$ cat config.mk
export PLATFORM = sky130hd
export DESIGN_NAME = grid_navigation_command_sequencer
export DESIGN_NICKNAME = d
export VERILOG_FILES = /design/src/hw/rtl/gncs_pkg.sv /design/src/hw/rtl/grid_navigation_command_sequencer.sv /design/src/hw/rtl/gncs_ctrl.sv /design/src/hw/rtl/gncs_datapath.sv
export SDC_FILE = /design/constraint.sdc
export NUM_CORES = 1
export LEC_CHECK = 0
export BUFFER_PORTS_ARGS = -buffer_cell sky130_fd_sc_hd__buf_2
export CORE_MARGIN = 2
export CORE_UTILIZATION = 43
export CTS_BUF_LIST = sky130_fd_sc_hd__clkbuf_4 sky130_fd_sc_hd__clkbuf_8
export CTS_CLUSTER_DIAMETER = 30
export DETAILED_ROUTE_END_ITERATION = 10
export GPL_TIMING_DRIVEN = 0
export HOLD_SLACK_MARGIN = 0.05
export SYNTH_ARGS = -nofsm -noshare
export SYNTH_HDL_FRONTEND = slang
export SYNTH_SLANG_ARGS = --single-unit
$ cat constraint.sdc
create_clock -name clk -period 5.7 [get_ports clk]
set_clock_uncertainty 0.2 [all_clocks]
set_input_delay 0.285 -clock clk [delete_from_list [all_inputs] [get_ports clk]]
set_output_delay 0.285 -clock clk [all_outputs]
set_load 0.03 [all_outputs]
$ cat src/hw/rtl/gncs_pkg.sv
package gncs_pkg;

	localparam int COORD_BITS_DEF = 4;
	localparam int PC_W = 4;

	localparam logic [7:0] CMD_PING = 8'h57;
	localparam logic [7:0] CMD_PONG = 8'h58;
	localparam logic [7:0] CMD_GO   = 8'h59;
	localparam logic [7:0] CMD_DONE = 8'h5A;

	localparam logic [1:0] ACT_SEND  = 2'd0;
	localparam logic [1:0] ACT_RIGHT = 2'd1;
	localparam logic [1:0] ACT_LEFT  = 2'd2;
	localparam logic [1:0] ACT_STEP  = 2'd3;

	localparam logic [1:0] HEAD_EAST  = 2'd0;
	localparam logic [1:0] HEAD_NORTH = 2'd1;
	localparam logic [1:0] HEAD_WEST  = 2'd2;
	localparam logic [1:0] HEAD_SOUTH = 2'd3;

	// program addresses
	localparam logic [PC_W-1:0] PC_WAIT  = 4'd0;
	localparam logic [PC_W-1:0] PC_PING  = 4'd1;
	localparam logic [PC_W-1:0] PC_ECHO  = 4'd2;
	localparam logic [PC_W-1:0] PC_LOADX = 4'd3;
	localparam logic [PC_W-1:0] PC_TURNX = 4'd4;
	localparam logic [PC_W-1:0] PC_STEPX = 4'd5;
	localparam logic [PC_W-1:0] PC_LOADY = 4'd6;
	localparam logic [PC_W-1:0] PC_TURNY = 4'd7;
	localparam logic [PC_W-1:0] PC_STEPY = 4'd8;
	localparam logic [PC_W-1:0] PC_DONE  = 4'd9;

	typedef enum logic [2:0] {
		U_WAIT = 3'd0,
		U_SEND = 3'd1,
		U_LOAD = 3'd2,
		U_TURN = 3'd3,
		U_STEP = 3'd4
	} uop_t;

	typedef enum logic [1:0] {
		SEL_ECHO = 2'd0,
		SEL_PONG = 2'd1,
		SEL_DONE = 2'd2
	} send_t;

	typedef struct packed {
		uop_t            uop;
		logic            axis;
		send_t           send;
		logic [PC_W-1:0] nxt;
	} ctrl_word_t;

	typedef struct packed {
		logic acc;
		logic is_ping;
		logic is_go;
		logic fire;
		logic dist_zero;
		logic rights_zero;
		logic cnt_zero;
	} status_t;

	function automatic ctrl_word_t rom_word(input logic [PC_W-1:0] pc);
		ctrl_word_t w;
		w = '{uop: U_WAIT, axis: 1'b0, send: SEL_ECHO, nxt: PC_WAIT};
		unique case (pc)
			PC_WAIT:  w = '{uop: U_WAIT, axis: 1'b0, send: SEL_ECHO, nxt: PC_WAIT};
			PC_PING:  w = '{uop: U_SEND, axis: 1'b0, send: SEL_PONG, nxt: PC_WAIT};
			PC_ECHO:  w = '{uop: U_SEND, axis: 1'b0, send: SEL_ECHO, nxt: PC_WAIT};
			PC_LOADX: w = '{uop: U_LOAD, axis: 1'b0, send: SEL_ECHO, nxt: PC_LOADY};
			PC_TURNX: w = '{uop: U_TURN, axis: 1'b0, send: SEL_ECHO, nxt: PC_STEPX};
			PC_STEPX: w = '{uop: U_STEP, axis: 1'b0, send: SEL_ECHO, nxt: PC_LOADY};
			PC_LOADY: w = '{uop: U_LOAD, axis: 1'b1, send: SEL_ECHO, nxt: PC_DONE};
			PC_TURNY: w = '{uop: U_TURN, axis: 1'b1, send: SEL_ECHO, nxt: PC_STEPY};
			PC_STEPY: w = '{uop: U_STEP, axis: 1'b1, send: SEL_ECHO, nxt: PC_DONE};
			PC_DONE:  w = '{uop: U_SEND, axis: 1'b0, send: SEL_DONE, nxt: PC_WAIT};
			default:  w = '{uop: U_WAIT, axis: 1'b0, send: SEL_ECHO, nxt: PC_WAIT};
		endcase
		return w;
	endfunction

endpackage

$ cat src/hw/rtl/grid_navigation_command_sequencer.sv
// channel  signals                           direction
// -------  --------------------------------  ---------
// in       in_valid, in_stall, rx_byte       receive
// out      out_valid, out_stall, action,     send
//          tx_byte, last
//
// ping and target bytes are accepted, then answered with the reply byte
// a go byte runs, per leg, a load, then the turns, then the steps, and ends with a done byte;
// a zero leg runs only its load; each program step is one word of the control store
// reset puts the program counter at the wait step with position (1,1), facing east
// a stalled result holds the program at its emitting step; input is taken
// only in the wait step, while the last result may still sit in the output register
module grid_navigation_command_sequencer #(
	parameter int COORD_BITS = gncs_pkg::COORD_BITS_DEF
) (
	input  logic       clk,
	input  logic       arst_n,
	input  logic       in_valid,
	output logic       in_stall,
	input  logic [7:0] rx_byte,
	output logic       out_valid,
	input  logic       out_stall,
	output logic [1:0] action,
	output logic [7:0] tx_byte,
	output logic       last
);

	gncs_pkg::ctrl_word_t cw;
	gncs_pkg::status_t    st;

	assign in_stall = (cw.uop != gncs_pkg::U_WAIT);

	gncs_ctrl u_ctrl (
		.clk    (clk),
		.arst_n (arst_n),
		.st     (st),
		.cw     (cw)
	);

	gncs_datapath #(
		.COORD_BITS (COORD_BITS)
	) u_datapath (
		.clk       (clk),
		.arst_n    (arst_n),
		.cw        (cw),
		.in_valid  (in_valid),
		.rx_byte   (rx_byte),
		.out_stall (out_stall),
		.st        (st),
		.out_valid (out_valid),
		.action    (action),
		.tx_byte   (tx_byte),
		.last      (last)
	);

`ifndef NO_ASSERTIONS
	a_acc_leaves_wait: assert property (@(posedge clk) disable iff (!arst_n)
		st.acc |=> cw.uop != gncs_pkg::U_WAIT)
		else $error("accepted transaction did not start the program");

	a_turns_then_steps: assert property (@(posedge clk) disable iff (!arst_n)
		(cw.uop == gncs_pkg::U_TURN && st.rights_zero) |=> cw.uop == gncs_pkg::U_STEP)
		else $error("turn phase did not hand over to steps");

	a_last_is_send: assert property (@(posedge clk) disable iff (!arst_n)
		(out_valid && last) |-> action == gncs_pkg::ACT_SEND)
		else $error("final result of a transaction is not a send");
`endif

endmodule

$ cat src/hw/rtl/gncs_ctrl.sv
module gncs_ctrl (
	input  logic                 clk,
	input  logic                 arst_n,
	input  gncs_pkg::status_t    st,
	output gncs_pkg::ctrl_word_t cw
);

	logic [gncs_pkg::PC_W-1:0] pc_q;
	logic [gncs_pkg::PC_W-1:0] pc_d;
	logic [gncs_pkg::PC_W-1:0] pc_inc;

	assign cw     = gncs_pkg::rom_word(pc_q);
	assign pc_inc = gncs_pkg::PC_W'(pc_q + 1'b1);

	always_comb begin
		pc_d = pc_q;
		unique case (cw.uop)
			gncs_pkg::U_WAIT: begin
				if (st.acc) begin
					priority if (st.is_ping) pc_d = gncs_pkg::PC_PING;
					else if (st.is_go)       pc_d = gncs_pkg::PC_LOADX;
					else                     pc_d = gncs_pkg::PC_ECHO;
				end
			end
			gncs_pkg::U_SEND: if (st.fire) pc_d = cw.nxt;
			// zero distance skips the whole leg
			gncs_pkg::U_LOAD: pc_d = st.dist_zero ? cw.nxt : pc_inc;
			gncs_pkg::U_TURN: if (st.rights_zero) pc_d = pc_inc;
			gncs_pkg::U_STEP: if (st.cnt_zero) pc_d = cw.nxt;
			default:          pc_d = gncs_pkg::PC_WAIT;
		endcase
	end

	always_ff @(posedge clk or negedge arst_n) begin
		if (!arst_n) begin
			pc_q <= gncs_pkg::PC_WAIT;
		end else begin
			pc_q <= pc_d;
		end
	end

endmodule

$ cat src/hw/rtl/gncs_datapath.sv
module gncs_datapath #(
	parameter int COORD_BITS = gncs_pkg::COORD_BITS_DEF
) (
	input  logic                 clk,
	input  logic                 arst_n,
	input  gncs_pkg::ctrl_word_t cw,
	input  logic                 in_valid,
	input  logic [7:0]           rx_byte,
	input  logic                 out_stall,
	output gncs_pkg::status_t    st,
	output logic                 out_valid,
	output logic [1:0]           action,
	output logic [7:0]           tx_byte,
	output logic                 last
);

	logic [COORD_BITS-1:0] pos_x_q, pos_y_q, cnt_q;
	logic [1:0]            heading_q, rights_q;
	logic [7:0]            target_q;

	logic                  out_valid_q, last_q;
	logic [1:0]            action_q;
	logic [7:0]            tx_q;

	logic [COORD_BITS-1:0] tgt_x, tgt_y, tgt, cur;
	logic                  up;
	logic [1:0]            want;
	logic                  acc, can_emit, emit, fire, turn_left;
	logic [1:0]            e_act;
	logic [7:0]            e_byte;
	logic                  e_last;

	assign tgt_x = target_q[4 +: COORD_BITS];
	assign tgt_y = target_q[0 +: COORD_BITS];
	assign tgt   = cw.axis ? tgt_y : tgt_x;
	assign cur   = cw.axis ? pos_y_q : pos_x_q;
	assign up    = tgt > cur;
	assign want  = cw.axis ? (up ? gncs_pkg::HEAD_NORTH : gncs_pkg::HEAD_SOUTH)
	                       : (up ? gncs_pkg::HEAD_EAST  : gncs_pkg::HEAD_WEST);

	assign acc       = in_valid && (cw.uop == gncs_pkg::U_WAIT);
	assign can_emit  = !out_valid_q || !out_stall;
	// three rights are done as one left
	assign turn_left = (rights_q == 2'd3);

	always_comb begin
		emit   = 1'b0;
		e_act  = gncs_pkg::ACT_SEND;
		e_byte = 8'd0;
		e_last = 1'b0;
		unique case (cw.uop)
			gncs_pkg::U_SEND: begin
				emit   = 1'b1;
				e_last = 1'b1;
				unique case (cw.send)
					gncs_pkg::SEL_PONG: e_byte = gncs_pkg::CMD_PONG;
					gncs_pkg::SEL_DONE: e_byte = gncs_pkg::CMD_DONE;
					default:            e_byte = target_q;
				endcase
			end
			gncs_pkg::U_TURN: begin
				if (rights_q != 2'd0) begin
					emit  = 1'b1;
					e_act = turn_left ? gncs_pkg::ACT_LEFT : gncs_pkg::ACT_RIGHT;
				end
			end
			gncs_pkg::U_STEP: begin
				if (cnt_q != '0) begin
					emit  = 1'b1;
					e_act = gncs_pkg::ACT_STEP;
				end
			end
			default: ;
		endcase
	end

	assign fire = emit && can_emit;

	assign st.acc         = acc;
	assign st.is_ping     = (rx_byte == gncs_pkg::CMD_PING);
	assign st.is_go       = (rx_byte == gncs_pkg::CMD_GO);
	assign st.fire        = fire;
	assign st.dist_zero   = (tgt == cur);
	assign st.rights_zero = (rights_q == 2'd0);
	assign st.cnt_zero    = (cnt_q == '0);

	always_ff @(posedge clk or negedge arst_n) begin
		if (!arst_n) begin
			pos_x_q     <= COORD_BITS'(1);
			pos_y_q     <= COORD_BITS'(1);
			heading_q   <= gncs_pkg::HEAD_EAST;
			target_q    <= 8'd0;
			out_valid_q <= 1'b0;
		end else begin
			if (acc && !st.is_ping && !st.is_go) target_q <= rx_byte;
			if (cw.uop == gncs_pkg::U_LOAD) begin
				if (cw.axis) pos_y_q <= tgt;
				else         pos_x_q <= tgt;
			end
			if (fire && cw.uop == gncs_pkg::U_TURN) begin
				heading_q <= turn_left ? 2'(heading_q + 2'd1) : 2'(heading_q + 2'd3);
			end
			if (fire)           out_valid_q <= 1'b1;
			else if (!out_stall) out_valid_q <= 1'b0;
		end
	end

	always_ff @(posedge clk) begin
		if (cw.uop == gncs_pkg::U_LOAD) begin
			rights_q <= 2'(heading_q - want);
			cnt_q    <= up ? COORD_BITS'(tgt - cur) : COORD_BITS'(cur - tgt);
		end else if (fire && cw.uop == gncs_pkg::U_TURN) begin
			rights_q <= turn_left ? 2'd0 : 2'(rights_q - 2'd1);
		end else if (fire && cw.uop == gncs_pkg::U_STEP) begin
			cnt_q <= COORD_BITS'(cnt_q - 1'b1);
		end
		if (fire) begin
			action_q <= e_act;
			tx_q     <= e_byte;
			last_q   <= e_last;
		end
	end

	assign out_valid = out_valid_q;
	assign action    = action_q;
	assign tx_byte   = tx_q;
	assign last      = last_q;

endmodule
==> results.py <==
metrics = {
    "outcome": {
        "outcome": "finished, final reports clean",
    },
    "global_route": {
        "grt_max_degree": 24,
        "grt_pass1_wl_um": 8510,
        "grt_pass1_vias": 1731,
        "grt-ovfl-total": 0,
        "grt_usage_pct": 16.9,
        "antenna_found_initial": 0,
    },
    "logic_synthesis": {
        "synth_mux_area_share_pct": 12.4,
        "synthTopCellsByArea": "dfrtp_1 20%, edfxtp_1 19%, ha_1 8.1%",
        "synthArstFlopShare_pct": 57.5,
        "synth_warnings": 0,
        "synth_fa_ha_area_share_pct": 9.61,
        "synth-compound-area-share_pct": 13.7,
        "syn_inst": 236,
        "synth_seq_area_share_pct": 41.4,
        "synth_top_family_by_area": "simple AND/OR/NAND/NOR gates",
        "synth_fp_nets": 267,
        "yosysTopAreaCell": "dfrtp_1",
        "synth_edf_count": 17,
        "synth_xor_area_share_pct": 3.00,
        "ys_ff_latch": 40,
        "synth-main-ff-cell": "dfrtp_1",
        "yosys.area_share.simple_pct": 14.8,
        "synth_cell_types": 59,
        "syn_area_per_cell_um2": 11.1,
        "syn_area_um2": 2630,
        "synth_top_area_share_pct": 20.0,
    },
    "clock_tree": {
        "clock_sinks": 40,
        "cts-root-buf": "clkbuf_8",
        "clock_latency_ns": 0.30,
        "path_clk_slew_ns": 0.09,
        "postCtsSetupRepairBufs": 0,
        "cts_buffer_depth": 2,
        "cts_tree": "yes",
        "cts_buffers": 5,
        "cts_max_level": 2,
        "hold_buffers": 9,
        "cts-resized-gates": 0,
    },
    "die": {
        "core-area_um2": 5920,
        "chipHeight_um": 82.2,
        "io_pins": 25,
        "die_x_um": 82.2,
        "initial_utilization_pct": 44.4,
        "std_cell_rows": 28,
        "dieArea_um2": 6760,
    },
    "drt": {
        "top_layer": "met4",
        "routed_wl_um": 5130,
        "post_drt_wl_per_cell_um": 14.6,
        "route.vias.total": 1826,
        "drc": 0,
        "route.met3.wl_um": 206,
        "first_pass_iters": 4,
        "ant_nets": 0,
        "vias_per_cell": 5.19,
        "wl_met2_um": 2220,
        "initialDrtViolationCount": 91,
        "met1_length_um": 2650,
    },
    "final_layout": {
        "area_growth_pct": 15.9,
        "postLayoutCoreUtil_pct": 51.5,
        "drive_gt1_share_pct": 21.7,
        "nNetsFinal": 307,
        "fill_cells": 541,
        "most-common-layout-cells": "28 x buf_2, 21 x inv_1, 21 x dfrtp_1",
        "n_antenna_cell": 0,
        "seqCellArea_um2": 1090,
        "final_common_cell": "buf_2",
        "multi_input_area_um2": 1410,
    },
    "setup_path": {
        "path_class": "reg2reg",
        "cp_slowest_cell": "dfrtp_1",
        "critPathMaxFanout": 10,
        "required_ns": 5.54,
        "cp_slowest_stage_delay_ns": 0.46,
        "end_kind": "flop",
        "path_cells": "inv_1, ha_1, and3b_4, a21o_1, buf_2, mux2_2, ha_1, fa_1, nor2b_1, o21ai_0, a21oi_1, mux2i_1, xnor2_1, a21oi_1",
        "cp.arrival_ns": 3.94,
        "worst_setup_path_start_kind": "flop",
    },
    "sta": {
        "setup_viol": 0,
        "whs_ns": 0.121,
        "layout_setup_ws_ns": 1.61,
        "worstMarginPinSlew_ns": 0.576,
        "rsz0062_at_grt": "no",
        "fin_crit_ns": 4.09,
        "hold_viol_final": 0,
        "post-route-period-util_pct": 71.8,
        "setup_tns_ns": 0,
        "slew_viol_final": 0,
        "relSlewSlack_pct": 61.6,
        "max_freq_mhz": 244,
    },
    "placed_design": {
        "hpwl_um": 3910,
        "pre_cts_slack_ns": 1.57,
        "gp_congestion": 0.810,
        "numPortBuffers": 24,
    },
    "hold_path": {
        "min_path_type": "in2reg",
    },
    "job": {
        "drv_cap": 0,
    },
}
==> cell type report <==
class | instances | area share [%]
well taps | 75 | 3.08
clock inverters | 3 | 1.52
plain buffers | 8 | 1.76
repair buffers | 33 | 6.89
clock buffers | 5 | 2.26
flip-flops and latches | 40 | 35.7
multi-input cells | 167 | 46.2
inverters | 21 | 2.58
==> flip-flops by register name (all words and copies together) (netlist names) <==
register and flops:
u_datapath.rights_q 2, u_datapath.heading_q 2, u_datapath.tx_byte 8, u_datapath.last 1
u_datapath.out_valid 1, u_datapath.pos_y_q 4, u_ctrl.pc_q 4, u_datapath.cnt_q 4
u_datapath.pos_x_q 4, u_datapath.target_q 8, u_datapath.action 2
==> path summary, 6_finish.rpt <==
kind / startpoint / endpoint / slack, ns / cells after the start
max: u_ctrl.pc_q[1]$_DFFE_PN0P_ / u_datapath.cnt_q[3]$_DFFE_PP_ / 1.61 / 14
min in group asynchronous: arst_n / u_datapath.pos_x_q[2]$_DFFE_PN0P_ / 0.31 / 2
min reg2reg: u_datapath.heading_q[1]$_DFFE_PN0P_ / u_datapath.heading_q[1]$_DFFE_PN0P_ / 0.29 / 1
min: out_stall / u_datapath.out_valid$_DFFE_PN0P_ / 0.12 / 3
max in group asynchronous: arst_n / u_datapath.target_q[1]$_DFFE_PN0P_ / 4.60 / 2
max reg2reg: u_ctrl.pc_q[1]$_DFFE_PN0P_ / u_datapath.cnt_q[3]$_DFFE_PP_ / 1.61 / 14
==> per-layer routing <==
layer  vias to the layer above  track usage [%]
met5                         -                0
met3                         6             3.26
li1                        911                -
met2                        34             26.1
met1                       875             23.9
met4                         0             5.17
==> metrics by stage <==
step | cell area (um2) | std cells
floorplan | 2630 | 236
global placement | 2850 | 335
detailed placement | 2850 | 335
CTS | 3050 | 352
global route | 3050 | 352
finish | 3050 | 352
==> synth_stat cells (2+ instances only) <==
master     n
and2b_1    3
nor2_1    11
nand2b_1   4
o21a_1     5
nand2_1   17
and3_1     5
nor2b_1    3
mux2_1    16
buf_2      4
a21oi_1   11
mux2_2     5
o211ai_1   2
ha_1      17
xor2_1     4
mux2i_1    9
buf_4      3
o21ai_0    4
nand3_1    3
a21o_1     5
and2_1     3
dfrtp_1   21
edfxtp_1  17
inv_1     21
nor3b_1    2
dfstp_2    2
xnor2_1    5
fa_1       2
==> critical path, delay by kind of cell (launching register included) <==
kind	cells	cell delay [ns]
buffers and inverters	2	0.45
AO/OA/AOI/OAI	4	0.77
flip-flops	1	0.46
adder cells (fa/ha/maj)	3	0.82
AND/OR/NAND/NOR	2	0.33
multiplexers	2	0.65
XOR/XNOR	1	0.14
==> cell families (layout without fill, tap and decap cells) <==
group                      Yosys count  after routing
AOI/OAI and AO/OA                   43             43
xor gates and xnor gates             9              9
adders and majority gates           19             19
buffers and inverters               29             70
DFF                                 40             40
muxes                               30             30
and+or+nand+nor                     66             66
Power is not shown: default switching activity piles up to over one toggle a cycle in this logic, so the estimate is an artifact.
